--- src/rtl/srm_spmv_pkg.sv ---
`timescale 1ns / 1ps

package srm_spmv_pkg;

    localparam logic [2:0] OP_CLEAR   = 3'd0;
    localparam logic [2:0] OP_SET     = 3'd1;
    localparam logic [2:0] OP_GET     = 3'd2;
    localparam logic [2:0] OP_LOAD    = 3'd3;
    localparam logic [2:0] OP_APPLY   = 3'd4;
    localparam logic [2:0] OP_APPLY_T = 3'd5;

    localparam logic [1:0] ST_OK    = 2'd0;
    localparam logic [1:0] ST_FULL  = 2'd1;
    localparam logic [1:0] ST_RANGE = 2'd2;
    localparam logic [1:0] ST_SAT   = 2'd3;

    localparam logic [1:0] CFG_ROWS = 2'd0;
    localparam logic [1:0] CFG_COLS = 2'd1;

    localparam logic signed [63:0] SUM_MAX = 64'sd2147483647;
    localparam logic signed [63:0] SUM_MIN = -64'sd2147483648;

    typedef enum logic [1:0] {
        EA_J   = 2'd0,
        EA_JM1 = 2'd1,
        EA_INS = 2'd2,
        EA_HIT = 2'd3
    } ea_sel_t;

    typedef enum logic [1:0] {
        EK_SIMPLE = 2'd0,
        EK_ROW    = 2'd1,
        EK_COL    = 2'd2
    } emit_kind_t;

    typedef struct packed {
        logic       capture;
        logic       clr_rows;
        logic       vec_wr;
        logic       rd_count;
        logic       latch_n;
        logic       rd_entry;
        ea_sel_t    ea_sel;
        logic       ent_wr;
        logic       ent_wr_shift;
        logic       scan;
        logic       cnt_wr;
        logic       j_inc;
        logic       j_dec;
        logic       i_inc;
        logic       i_clr;
        logic       rd_vec;
        logic       vec_addr_i;
        logic       mul;
        logic       acc_clr;
        logic       acc_add;
        logic       tacc_clr_all;
        logic       rd_tacc;
        logic       tacc_addr_i;
        logic       tacc_wr;
        logic       emit;
        emit_kind_t emit_kind;
    } cmd_t;

    typedef struct packed {
        logic [2:0] op;
        logic       sg_in_range;
        logic       j_done;
        logic       j_at_ins;
        logic       found;
        logic       full;
        logic       i_done;
        logic       last_row;
        logic       last_col;
        logic       out_free;
    } sts_t;

    typedef struct packed {
        logic [31:0] value;
        logic        sat;
    } sat_t;

    function automatic sat_t sat32(input logic signed [63:0] s);
        sat_t r;
        begin
            r.sat = 1'b0;
            if (s > SUM_MAX)
            begin
                r.value = 32'h7fffffff;
                r.sat   = 1'b1;
            end
            else if (s < SUM_MIN)
            begin
                r.value = 32'h80000000;
                r.sat   = 1'b1;
            end
            else
            begin
                r.value = s[31:0];
            end
            return r;
        end
    endfunction

endpackage

--- src/rtl/srm_spmv_ctrl.sv ---
`timescale 1ns / 1ps

module srm_spmv_ctrl
    import srm_spmv_pkg::*;
(
    input  logic clk,
    input  logic rst_n,
    input  logic in_valid,
    output logic in_stall,
    input  sts_t sts,
    output cmd_t cmd
);

    typedef enum logic [22:0] {
        S_IDLE       = 23'd1,
        S_DISPATCH   = 23'd2,
        S_CNT_LATCH  = 23'd4,
        S_SCAN_RD    = 23'd8,
        S_SCAN_CHK   = 23'd16,
        S_SET_DECIDE = 23'd32,
        S_SHIFT_RD   = 23'd64,
        S_SHIFT_WR   = 23'd128,
        S_EMIT       = 23'd256,
        S_A_ROW      = 23'd512,
        S_A_CNT      = 23'd1024,
        S_A_ENT      = 23'd2048,
        S_A_VEC      = 23'd4096,
        S_A_MUL      = 23'd8192,
        S_A_ACC      = 23'd16384,
        S_A_EMIT     = 23'd32768,
        S_T_ROW      = 23'd65536,
        S_T_CNT      = 23'd131072,
        S_T_ENT      = 23'd262144,
        S_T_ACC_RD   = 23'd524288,
        S_T_ACC_WR   = 23'd1048576,
        S_T_COL      = 23'd2097152,
        S_T_COL_EMIT = 23'd4194304
    } state_t;

    state_t state_reg;
    state_t state_next;

    always_ff @(posedge clk or negedge rst_n)
    begin
        if (!rst_n)
        begin
            state_reg <= S_IDLE;
        end
        else
        begin
            state_reg <= state_next;
        end
    end

    always_comb
    begin
        state_next = state_reg;
        cmd        = '0;
        in_stall   = 1'b1;
        unique case (state_reg)
            S_IDLE:
            begin
                in_stall = 1'b0;
                if (in_valid)
                begin
                    cmd.capture = 1'b1;
                    state_next  = S_DISPATCH;
                end
            end
            S_DISPATCH:
            begin
                unique case (sts.op)
                    OP_CLEAR:
                    begin
                        cmd.clr_rows = 1'b1;
                        state_next   = S_EMIT;
                    end
                    OP_LOAD:
                    begin
                        cmd.vec_wr = 1'b1;
                        state_next = S_EMIT;
                    end
                    OP_SET, OP_GET:
                    begin
                        if (sts.sg_in_range)
                        begin
                            cmd.rd_count = 1'b1;
                            state_next   = S_CNT_LATCH;
                        end
                        else
                        begin
                            state_next = S_EMIT;
                        end
                    end
                    OP_APPLY:
                    begin
                        state_next = S_A_ROW;
                    end
                    OP_APPLY_T:
                    begin
                        cmd.tacc_clr_all = 1'b1;
                        state_next       = S_T_ROW;
                    end
                    default:
                    begin
                        state_next = S_EMIT;
                    end
                endcase
            end
            S_CNT_LATCH:
            begin
                cmd.latch_n = 1'b1;
                state_next  = S_SCAN_RD;
            end
            S_SCAN_RD:
            begin
                if (sts.j_done)
                begin
                    state_next = (sts.op == OP_GET) ? S_EMIT : S_SET_DECIDE;
                end
                else
                begin
                    cmd.rd_entry = 1'b1;
                    cmd.ea_sel   = EA_J;
                    state_next   = S_SCAN_CHK;
                end
            end
            S_SCAN_CHK:
            begin
                cmd.scan   = 1'b1;
                cmd.j_inc  = 1'b1;
                state_next = S_SCAN_RD;
            end
            S_SET_DECIDE:
            begin
                priority if (sts.found)
                begin
                    cmd.ent_wr = 1'b1;
                    cmd.ea_sel = EA_HIT;
                    state_next = S_EMIT;
                end
                else if (sts.full)
                begin
                    state_next = S_EMIT;
                end
                else
                begin
                    state_next = S_SHIFT_RD;
                end
            end
            S_SHIFT_RD:
            begin
                if (sts.j_at_ins)
                begin
                    cmd.ent_wr = 1'b1;
                    cmd.ea_sel = EA_INS;
                    cmd.cnt_wr = 1'b1;
                    state_next = S_EMIT;
                end
                else
                begin
                    cmd.rd_entry = 1'b1;
                    cmd.ea_sel   = EA_JM1;
                    state_next   = S_SHIFT_WR;
                end
            end
            S_SHIFT_WR:
            begin
                cmd.ent_wr       = 1'b1;
                cmd.ent_wr_shift = 1'b1;
                cmd.ea_sel       = EA_J;
                cmd.j_dec        = 1'b1;
                state_next       = S_SHIFT_RD;
            end
            S_EMIT:
            begin
                if (sts.out_free)
                begin
                    cmd.emit      = 1'b1;
                    cmd.emit_kind = EK_SIMPLE;
                    state_next    = S_IDLE;
                end
            end
            S_A_ROW:
            begin
                cmd.rd_count = 1'b1;
                state_next   = S_A_CNT;
            end
            S_A_CNT:
            begin
                cmd.latch_n = 1'b1;
                cmd.acc_clr = 1'b1;
                state_next  = S_A_ENT;
            end
            S_A_ENT:
            begin
                if (sts.j_done)
                begin
                    state_next = S_A_EMIT;
                end
                else
                begin
                    cmd.rd_entry = 1'b1;
                    cmd.ea_sel   = EA_J;
                    state_next   = S_A_VEC;
                end
            end
            S_A_VEC:
            begin
                cmd.rd_vec = 1'b1;
                state_next = S_A_MUL;
            end
            S_A_MUL:
            begin
                cmd.mul    = 1'b1;
                state_next = S_A_ACC;
            end
            S_A_ACC:
            begin
                cmd.acc_add = 1'b1;
                cmd.j_inc   = 1'b1;
                state_next  = S_A_ENT;
            end
            S_A_EMIT:
            begin
                if (sts.out_free)
                begin
                    cmd.emit      = 1'b1;
                    cmd.emit_kind = EK_ROW;
                    if (sts.last_row)
                    begin
                        state_next = S_IDLE;
                    end
                    else
                    begin
                        cmd.i_inc  = 1'b1;
                        state_next = S_A_ROW;
                    end
                end
            end
            S_T_ROW:
            begin
                if (sts.i_done)
                begin
                    cmd.i_clr  = 1'b1;
                    state_next = S_T_COL;
                end
                else
                begin
                    cmd.rd_count   = 1'b1;
                    cmd.rd_vec     = 1'b1;
                    cmd.vec_addr_i = 1'b1;
                    state_next     = S_T_CNT;
                end
            end
            S_T_CNT:
            begin
                cmd.latch_n = 1'b1;
                state_next  = S_T_ENT;
            end
            S_T_ENT:
            begin
                if (sts.j_done)
                begin
                    cmd.i_inc  = 1'b1;
                    state_next = S_T_ROW;
                end
                else
                begin
                    cmd.rd_entry = 1'b1;
                    cmd.ea_sel   = EA_J;
                    state_next   = S_T_ACC_RD;
                end
            end
            S_T_ACC_RD:
            begin
                cmd.rd_tacc = 1'b1;
                cmd.mul     = 1'b1;
                state_next  = S_T_ACC_WR;
            end
            S_T_ACC_WR:
            begin
                cmd.tacc_wr = 1'b1;
                cmd.j_inc   = 1'b1;
                state_next  = S_T_ENT;
            end
            S_T_COL:
            begin
                cmd.rd_tacc     = 1'b1;
                cmd.tacc_addr_i = 1'b1;
                state_next      = S_T_COL_EMIT;
            end
            S_T_COL_EMIT:
            begin
                if (sts.out_free)
                begin
                    cmd.emit      = 1'b1;
                    cmd.emit_kind = EK_COL;
                    if (sts.last_col)
                    begin
                        state_next = S_IDLE;
                    end
                    else
                    begin
                        cmd.i_inc  = 1'b1;
                        state_next = S_T_COL;
                    end
                end
            end
            default:
            begin
                state_next = S_IDLE;
            end
        endcase
    end

endmodule

--- config.mk ---
export PLATFORM = sky130hd
export DESIGN_NAME = srm_spmv_ctrl
export DESIGN_NICKNAME = d
export VERILOG_FILES = /design/src/rtl/srm_spmv_pkg.sv /design/src/rtl/srm_spmv_ctrl.sv
export SDC_FILE = /design/constraint.sdc
export NUM_CORES = 1
export LEC_CHECK = 0
export ABC_AREA = 1
export BUFFER_PORTS_ARGS = -buffer_cell sky130_fd_sc_hd__buf_2
export CAP_MARGIN = 25
export CORE_ASPECT_RATIO = 0.7
export CORE_MARGIN = 3
export CORE_UTILIZATION = 45
export CTS_BUF_LIST = sky130_fd_sc_hd__clkbuf_4 sky130_fd_sc_hd__clkbuf_8
export CTS_CLUSTER_DIAMETER = 40
export CTS_CLUSTER_SIZE = 14
export DETAILED_ROUTE_END_ITERATION = 8
export PLACE_DENSITY = 0.69
export SLEW_MARGIN = 10
export SYNTH_ARGS = -nofsm -noshare
export SYNTH_HDL_FRONTEND = slang
export SYNTH_SLANG_ARGS = --single-unit
export TNS_END_PERCENT = 50
--- constraint.sdc ---
create_clock -name clk -period 1.71 [get_ports clk]
set_input_delay 0.0855 -clock clk [delete_from_list [all_inputs] [get_ports clk]]
set_output_delay 0.0855 -clock clk [all_outputs]
set_load 0.03 [all_outputs]
# --- Word-level counts from Yosys, hierarchy flattened ---
# Cells that the tools add are included.
totals:
  ff_bits: 23
  output_inout_bits: 29
  wordCells: 107
op_classes:
  n_eq_ne: 32
  mux: 63
  reduce_logical: 11
ops:
  columns: ["operator", "n"]
  rows:
  - ["23-bit case mux with 20 select lines", 1]
  - ["23-bit 2-to-1 mux", 5]
  - ["23-bit case mux with 3 select lines", 1]
  - ["9-bit 2-to-1 mux", 5]
  - ["22-bit 2-to-1 mux", 2]
  - ["1-bit 2-to-1 mux", 31]
  - ["23-bit by 1-bit equality test with 1-bit output (second input constant)", 1]
  - ["23-bit by 10-bit equality test with 1-bit output (second input constant)", 1]
  - ["23-bit by 11-bit equality test with 1-bit output (second input constant)", 1]
  - ["23-bit by 12-bit equality test with 1-bit output (second input constant)", 1]
  - ["23-bit by 13-bit equality test with 1-bit output (second input constant)", 1]
  - ["23-bit by 14-bit equality test with 1-bit output (second input constant)", 1]
  - ["23-bit by 15-bit equality test with 1-bit output (second input constant)", 1]
  - ["23-bit by 16-bit equality test with 1-bit output (second input constant)", 1]
  - ["23-bit by 17-bit equality test with 1-bit output (second input constant)", 1]
  - ["23-bit by 18-bit equality test with 1-bit output (second input constant)", 1]
  - ["23-bit by 19-bit equality test with 1-bit output (second input constant)", 1]
  - ["23-bit by 2-bit equality test with 1-bit output (second input constant)", 1]
  - ["23-bit by 20-bit equality test with 1-bit output (second input constant)", 1]
  - ["23-bit by 21-bit equality test with 1-bit output (second input constant)", 1]
  - ["23-bit by 22-bit equality test with 1-bit output (second input constant)", 1]
  - ["23-bit equality test (second input constant)", 1]
  - ["23-bit by 3-bit equality test with 1-bit output (second input constant)", 1]
  - ["23-bit by 4-bit equality test with 1-bit output (second input constant)", 1]
  - ["22 further kinds", 43]

# --- Longest topological paths before layout ---
# Gate-level depths: netlist of run 1.
depth:
  word_depth: 4
  depth_mapped: 11

# --- Worst setup path before layout of run 1 ---
# Ideal clock, no wire load.
synth_path:
  kind: "flip-flop to output port"
  from: "register state_reg[19]"
  to: "output cmd[13] in the netlist's numbering"
  t_arrival_ns: 1.887
  path_slack_ns: -0.263
  path_stages_with_launch: 8
  cell_sequence: "dfrtp_1 > nor2_2 > nand2_2 > nor2_1 > nand3_4 > nand2_1 > inv_1 > o31ai_1"
synth_rtl:
  columns: ["element", "line_no", "text"]
  rows:
  - ["from (decl)", "srm_spmv_ctrl.sv:40", "state_t state_reg;"]
  - ["from (signal assigned)", "srm_spmv_ctrl.sv:51", "state_reg <= state_next;"]
  - ["to (decl)", "srm_spmv_ctrl.sv:11", "output cmd_t cmd"]

==> results of run 1 <==
## layer usage
metal / vias up / wire [um] / GRT usage, %
met3: 16 / 626 / 4.89
met2: 133 / 2830 / 35.4
met5: - / 0 / 0
li1: 994 / - / -
met4: 0 / 125 / 1.45
met1: 965 / 2750 / 36.6
## area by class of cell
cell class                 instances  area, um^2
tap                               50        62.6
fill                             250         826
multi-input combinational        188        1230
sequential                        23         577
inverter                          46         191
timing repair buffer              88         714
clock buffer                       4        48.8
## report_power, final
part / switching (mW) / total, mW / leakage, nW / internal, mW
sequential: 0.0240 / 0.608 / 0.317 / 0.584
clock: 0.193 / 0.376 / 0.0262 / 0.183
combinational: 0.798 / 1.33 / 1.14 / 0.534
total: 1.01 / 2.32 / 1.49 / 1.30
## metrics by stage
step | setup TNS (ns) | std cells | area, um^2
after floorplan | -0.338 | 259 | 1790
after global placement | -0.115 | 372 | 2230
final | -6.76 | 399 | 2820
after detailed placement | -0.180 | 372 | 2230
after global routing | -9.93 | 399 | 2820
after CTS | -5.02 | 387 | 2550
## cell families (layout without fill, tap and decap cells)
family	Yosys count	count (layout)
compound gates	23	23
flops	23	23
buf+inv	48	138
simple gates	165	165
## timing repair
item	in CTS	in global routing
buffers inserted	10	12
hold endpoints to repair	22	0
gates resized for setup	59	48
cloned	0	0
setup endpoints to repair	30	34
hold buffers	1	0
pin swaps	14	19
## Yosys cell counts, types with 3 or more instances
master / count / area share (%)
nor2_1: 55 / 12
nand3_2: 5 / 2.8
dfrtp_1: 22 / 31
o21ai_0: 12 / 3.4
nand3_1: 17 / 4.8
nor2_4: 6 / 3.8
nand2_2: 3 / 1.1
nor3_1: 9 / 2.5
nand2_1: 47 / 10
nor2_2: 7 / 2.5
inv_1: 42 / 8.9
nand2_4: 5 / 3.2
## how the worst min path moves through the flow
| stage | cells after the start | from | to |
|---|---|---|---|
| final | 2 | sts[6] | state_reg[7]$_DFFE_PN0P_ |
| after global routing | 2 | sts[6] | state_reg[7]$_DFFE_PN0P_ |
| after CTS | 2 | sts[6] | state_reg[7]$_DFFE_PN0P_ |
| after detailed placement | 1 | rst_n | state_reg[1]$_DFFE_PN0P_ |
| after global placement | 1 | rst_n | state_reg[1]$_DFFE_PN0P_ |
| after floorplan | 0 | rst_n | state_reg[10]$_DFFE_PN0P_ |
## cells in the final DEF (no fill, tap or decap), drive strengths merged
cell type | Yosys | routed
o31ai | 1 | 1
a21oi | 2 | 2
nor2 | 69 | 69
a21o | 1 | 1
nand4 | 2 | 2
dfstp | 1 | 1
a31oi | 2 | 2
inv | 45 | 44
nand3b | 1 | 1
buf | 2 | 87
nor3 | 10 | 10
o21ai | 14 | 14
nand2 | 55 | 55
nand3 | 23 | 23
o22ai | 1 | 1
o211ai | 1 | 1
dfrtp | 22 | 22
nor4 | 3 | 3
clkbuf | 0 | 4
o22a | 1 | 1
dlygate4sd3 | 0 | 1
or2 | 1 | 1
clkinv | 1 | 2
or3 | 1 | 1
==> results.txt, run 1 <==
r2r setup slk = -0.13 ns
total leakage power = 1.49 nW
Die ar. = 0.00473 mm^2
Clock Pin Slew Worst Setup and Hold Paths = 0.09 ns
share of flip-flops with an asynchronous set or reset = 100%
Antenna Violating Nets Remaining = 0
mux cell area share after synthesis = 0%
maxcap violations = 0
failing checks = negative setup slack
worst setup path start = state_reg[6]$_DFFE_PN0P_
Starting Density = 48.5%
crit path to = cmd[22]
unrepaired setup endpoints after global routing = yes
Max rail drop VDD = 466 uV
Post-synth EDFFs = 0
GR Util All Layers = 23.6%
Syn-to-layout area delta = 59.7%
Avg Cell Area, Syn = 6.83 um^2
Slew @ Worst Pin = 0.559 ns
max FFs per register = 23
vias in the first global route = 1758
Seq cells post-synth = 23
clock tree buffer depth = 2
# DRC = 0
Die X-Extent = 80.9 um
clk sinks = 23
Critical Path, Cell by Cell = nor2_4 > nand2_4 > nor2_4 > nand2_1 > nor2_2 > nor2_1 > o21ai_1 > buf_4
Mapped Nets = 274
fin util = 77.4%
Setup Skew = 0.00416 ns
fin crit period = 2.05 ns
total stage count of the critical path = 8
initial antenna violation count = 0
final setup fails = 33
Hold Fails Final Rpt = 0
drt first-iter violations = 245
CP peak stage delay = 0.41 ns
Vias = 2108
Overflow after GRT = 0
drt first pass iters = 5
layout cells sized above 1 = 49.3%
slew margin rel. = 62.7%
CTS tree = done
cell count after synthesis = 259
Critical Path Most Common Cell = nor2_4
Placer Congestion = 0.857
xor and xnor area share after synthesis = 0%
sequential share of the synthesized area = 32.6%
chip height = 58.4 um
WL/cell = 15.9 um
ant diodes = 0
largest net degree at the start of global routing = 24
Post-Synth Adder-Cell Area = 0%
Hold Slack = 0.0346 ns
yosys warns = 0
CP Data Arrival Time = 1.97 ns
worst r2r src = state_reg[12]$_DFFE_PN0P_
worst reg2reg path depth = 11
f_max = 487 MHz
Synth Area in Simple Gates = 48.3%
Post-DP HPWL = 3.95 mm
synth unique cells = 36
worst-skew pair later-pin latency = 0.27 ns
period utilization = 120%
fin nets = 365
CP top delay family = simple AND/OR/NAND/NOR gates
Critical Path Slowest Stage Cell = dfrtp_1
drt via density = 5.28
CP required = 1.62 ns
worst r2r dst = state_reg[0]$_DFFE_PN1P_
P per Cell Area = 820 mW/mm^2
outcome = finished, violations left
Row Count = 18
Num CTS Buffers = 3
Worst Hold Class = input pin to flip-flop
# port buffers = 43
crit path max fanout = 7
pre-CTS WS = -0.101 ns
CP Buf/Inv Count = 1
Ports = 44
Final Power = 2.32 mW
Crit Path Category = flip-flop to output port
CTS Root Cell = clkbuf_8
routed wire length = 6.33 mm
PnR worst setup slack = -0.342 ns
Primary FF master, synth = dfrtp_1
core area = 0.00365 mm^2
Mapped Area = 0.00177 mm^2
largest family of logic cells by synthesized area = simple AND/OR/NAND/NOR gates
nature of the critical path endpoint = output port
first-pass GRT wire length = 8.54 mm
Compound-Gate Fraction of Synth Area = 8.00%
Max Transition Viols Final = 0
CTS HTree Levels = 1
Startpoint Class = flip-flop
No activity file was read; power rests on OpenSTA's default activity.
==> run 2: changes to the inputs <==
CORE_UTILIZATION = 40   (was 45)
PLACE_DENSITY = not set   (was 0.69)
==> results.txt, run 2 (synthesis results as in run 1) <==
outcome = finished, violations left
failing checks = negative setup slack
CTS tree = done
Placer Congestion = 0.883
f_max = 494 MHz
CTS Root Cell = clkbuf_8
commonest non-fill, non-tap cells in the layout = 62 x buf_4, 39 x inv_1, 34 x nor2_1, 29 x buf_6, 28 x nand2_1
Row Count = 19
first-pass GRT wire length = 9.47 mm
Clock Pin Slew Worst Setup and Hold Paths = 0.09 ns
Setup Skew = 0.00462 ns
worst-skew pair later-pin latency = 0.28 ns
CP peak stage delay = 0.42 ns
slew margin rel. = 61.8%
unrepaired setup endpoints after global routing = yes
final instance area = 0.00315 mm^2
worst setup path start = state_reg[10]$_DFFE_PN0P_
hold path startpoint = sts[10]
drt first pass iters = 4
max FFs per register = 23
CTS HTree Levels = 1
Critical Path Most Common Cell = nand2_2
routed wire length = 6.54 mm
Switch Pwr = 1.09 mW
crit path max fanout = 6
P per Cell Area = 795 mW/mm^2
fin nets = 388
P_int = 1.42 mW
drt via density = 5.12
clk sinks = 23
PnR worst setup slack = -0.315 ns
vias in the first global route = 1949
worst reg2reg path depth = 13
Slew @ Worst Pin = 0.573 ns
chip height = 61.6 um
Ports = 44
Die X-Extent = 85.5 um
CP top delay family = simple AND/OR/NAND/NOR gates
total leakage power = 1.64 nW
Syn-to-layout area delta = 78.2%
drt first-iter violations = 140
# DRC = 0
Overflow after GRT = 0
total stage count of the critical path = 9
Critical Path, Cell by Cell = nor2_2 > nand2_2 > nor2_4 > buf_12 > nand3_4 > nand2_2 > o21ai_2 > o31ai_2 > buf_4
nature of the critical path endpoint = output port
Seq pwr share = 24.6%
largest net degree at the start of global routing = 24
Comb pwr share = 60.7%
Vias = 2170
period utilization = 118%
crit path to = cmd[13]
setup_tns = -5.73 ns
Post-DP HPWL = 4.24 mm
Num CTS Buffers = 3
switching share of power = 43.4%
Hold Fails Final Rpt = 0
final setup fails = 34
commonest non-fill, non-tap cell in the layout = buf_4
Post-DP Area = 0.00230 mm^2
CP required = 1.62 ns
Max rail drop VDD = 555 uV
layout cells sized above 1 = 57.0%
Max Transition Viols Final = 0
CP Data Arrival Time = 1.94 ns
core area = 0.00409 mm^2
fin crit period = 2.02 ns
initial antenna violation count = 0
clock share of power = 14.7%
WL/cell = 15.4 um
Hold Slack = 0.0456 ns
GR Util All Layers = 23.6%
Critical Path Slowest Stage Cell = dfrtp_1
ant diodes = 0
maxcap violations = 0
worst r2r dst = state_reg[0]$_DFFE_PN1P_
# port buffers = 43
pre-CTS WS = -0.0575 ns
Startpoint Class = flip-flop
Worst Hold Class = input pin to flip-flop
Die ar. = 0.00527 mm^2
worst r2r src = state_reg[0]$_DFFE_PN1P_
Antenna Violating Nets Remaining = 0
r2r setup slk = -0.16 ns
CP Buf/Inv Count = 2
Crit Path Category = flip-flop to output port
Starting Density = 43.2%
clock tree buffer depth = 2
==> run 2: cell count changes in the layout (fill, tap and decap cells not counted), sizes merged <==
cell         change
buf             +22
clkbuf           -1
dlygate4sd3      +1
inv              +1
==> run 2: per-layer routing <==
layer  global-route usage, %  up-vias  wire (um)
li1                        -     1042          -
met5                       0        -          0
met4                    5.64        0         87
met1                    33.7     1015       2890
met2                    36.8       97       3040
met3                    5.08       16        531
==> run 2: power groups by stage <==
| stage | sequential (mW) | clock [mW] | combinational, mW |
|---|---|---|---|
| after floorplan | 0.620 | 0 | 0.601 |
| after global placement | 0.617 | 0 | 0.930 |
| after detailed placement | 0.619 | 0 | 0.932 |
| after CTS | 0.608 | 0.376 | 1.27 |
| after global routing | 0.622 | 0.392 | 1.61 |
| final | 0.617 | 0.368 | 1.52 |
==> run 2: area by class of cell <==
class                           instances  area [um^2]
Clock inverter                          1         5.00
Tap cell                               52         65.1
Clock buffer                            3         41.3
Sequential cell                        23          577
Multi-Input combinational cell        188         1340
Fill cell                             299          938
Inverter                               46          180
Timing Repair Buffer                  111          947
==> run 2: worst min-delay path by stage <==
stage,endpoint,slack [ns],depth (start not counted)
after global routing,state_reg[5]$_DFFE_PN0P_,0.04,2
after CTS,state_reg[5]$_DFFE_PN0P_,0.03,2
final,state_reg[5]$_DFFE_PN0P_,0.05,2
after global placement,state_reg[10]$_DFFE_PN0P_,0.12,1
after detailed placement,state_reg[10]$_DFFE_PN0P_,0.12,1
after floorplan,state_reg[10]$_DFFE_PN0P_,-0.21,0
==> run 2: through the flow <==
| step | utilization, % | power (mW) | std cells |
|---|---|---|---|
| after floorplan | - | 1.22 | 259 |
| after global placement | 56.2 | 1.55 | 385 |
| after detailed placement | 56.2 | 1.55 | 385 |
| after CTS | 68.4 | 2.26 | 409 |
| after global routing | 77.1 | 2.62 | 424 |
| final | 77.1 | 2.50 | 424 |
==> run 2: what timing repair did <==
| action | 4_1_cts | 5_1_grt |
|---|---|---|
| pin swaps | 17 | 31 |
| gates resized for setup | 84 | 60 |
| gates cloned | 0 | 0 |
| setup endpoints to repair | 31 | 34 |
| buffers inserted | 18 | 15 |
| endpoints found under the hold margin | 23 | 0 |
| hold buffers | 2 | 0 |
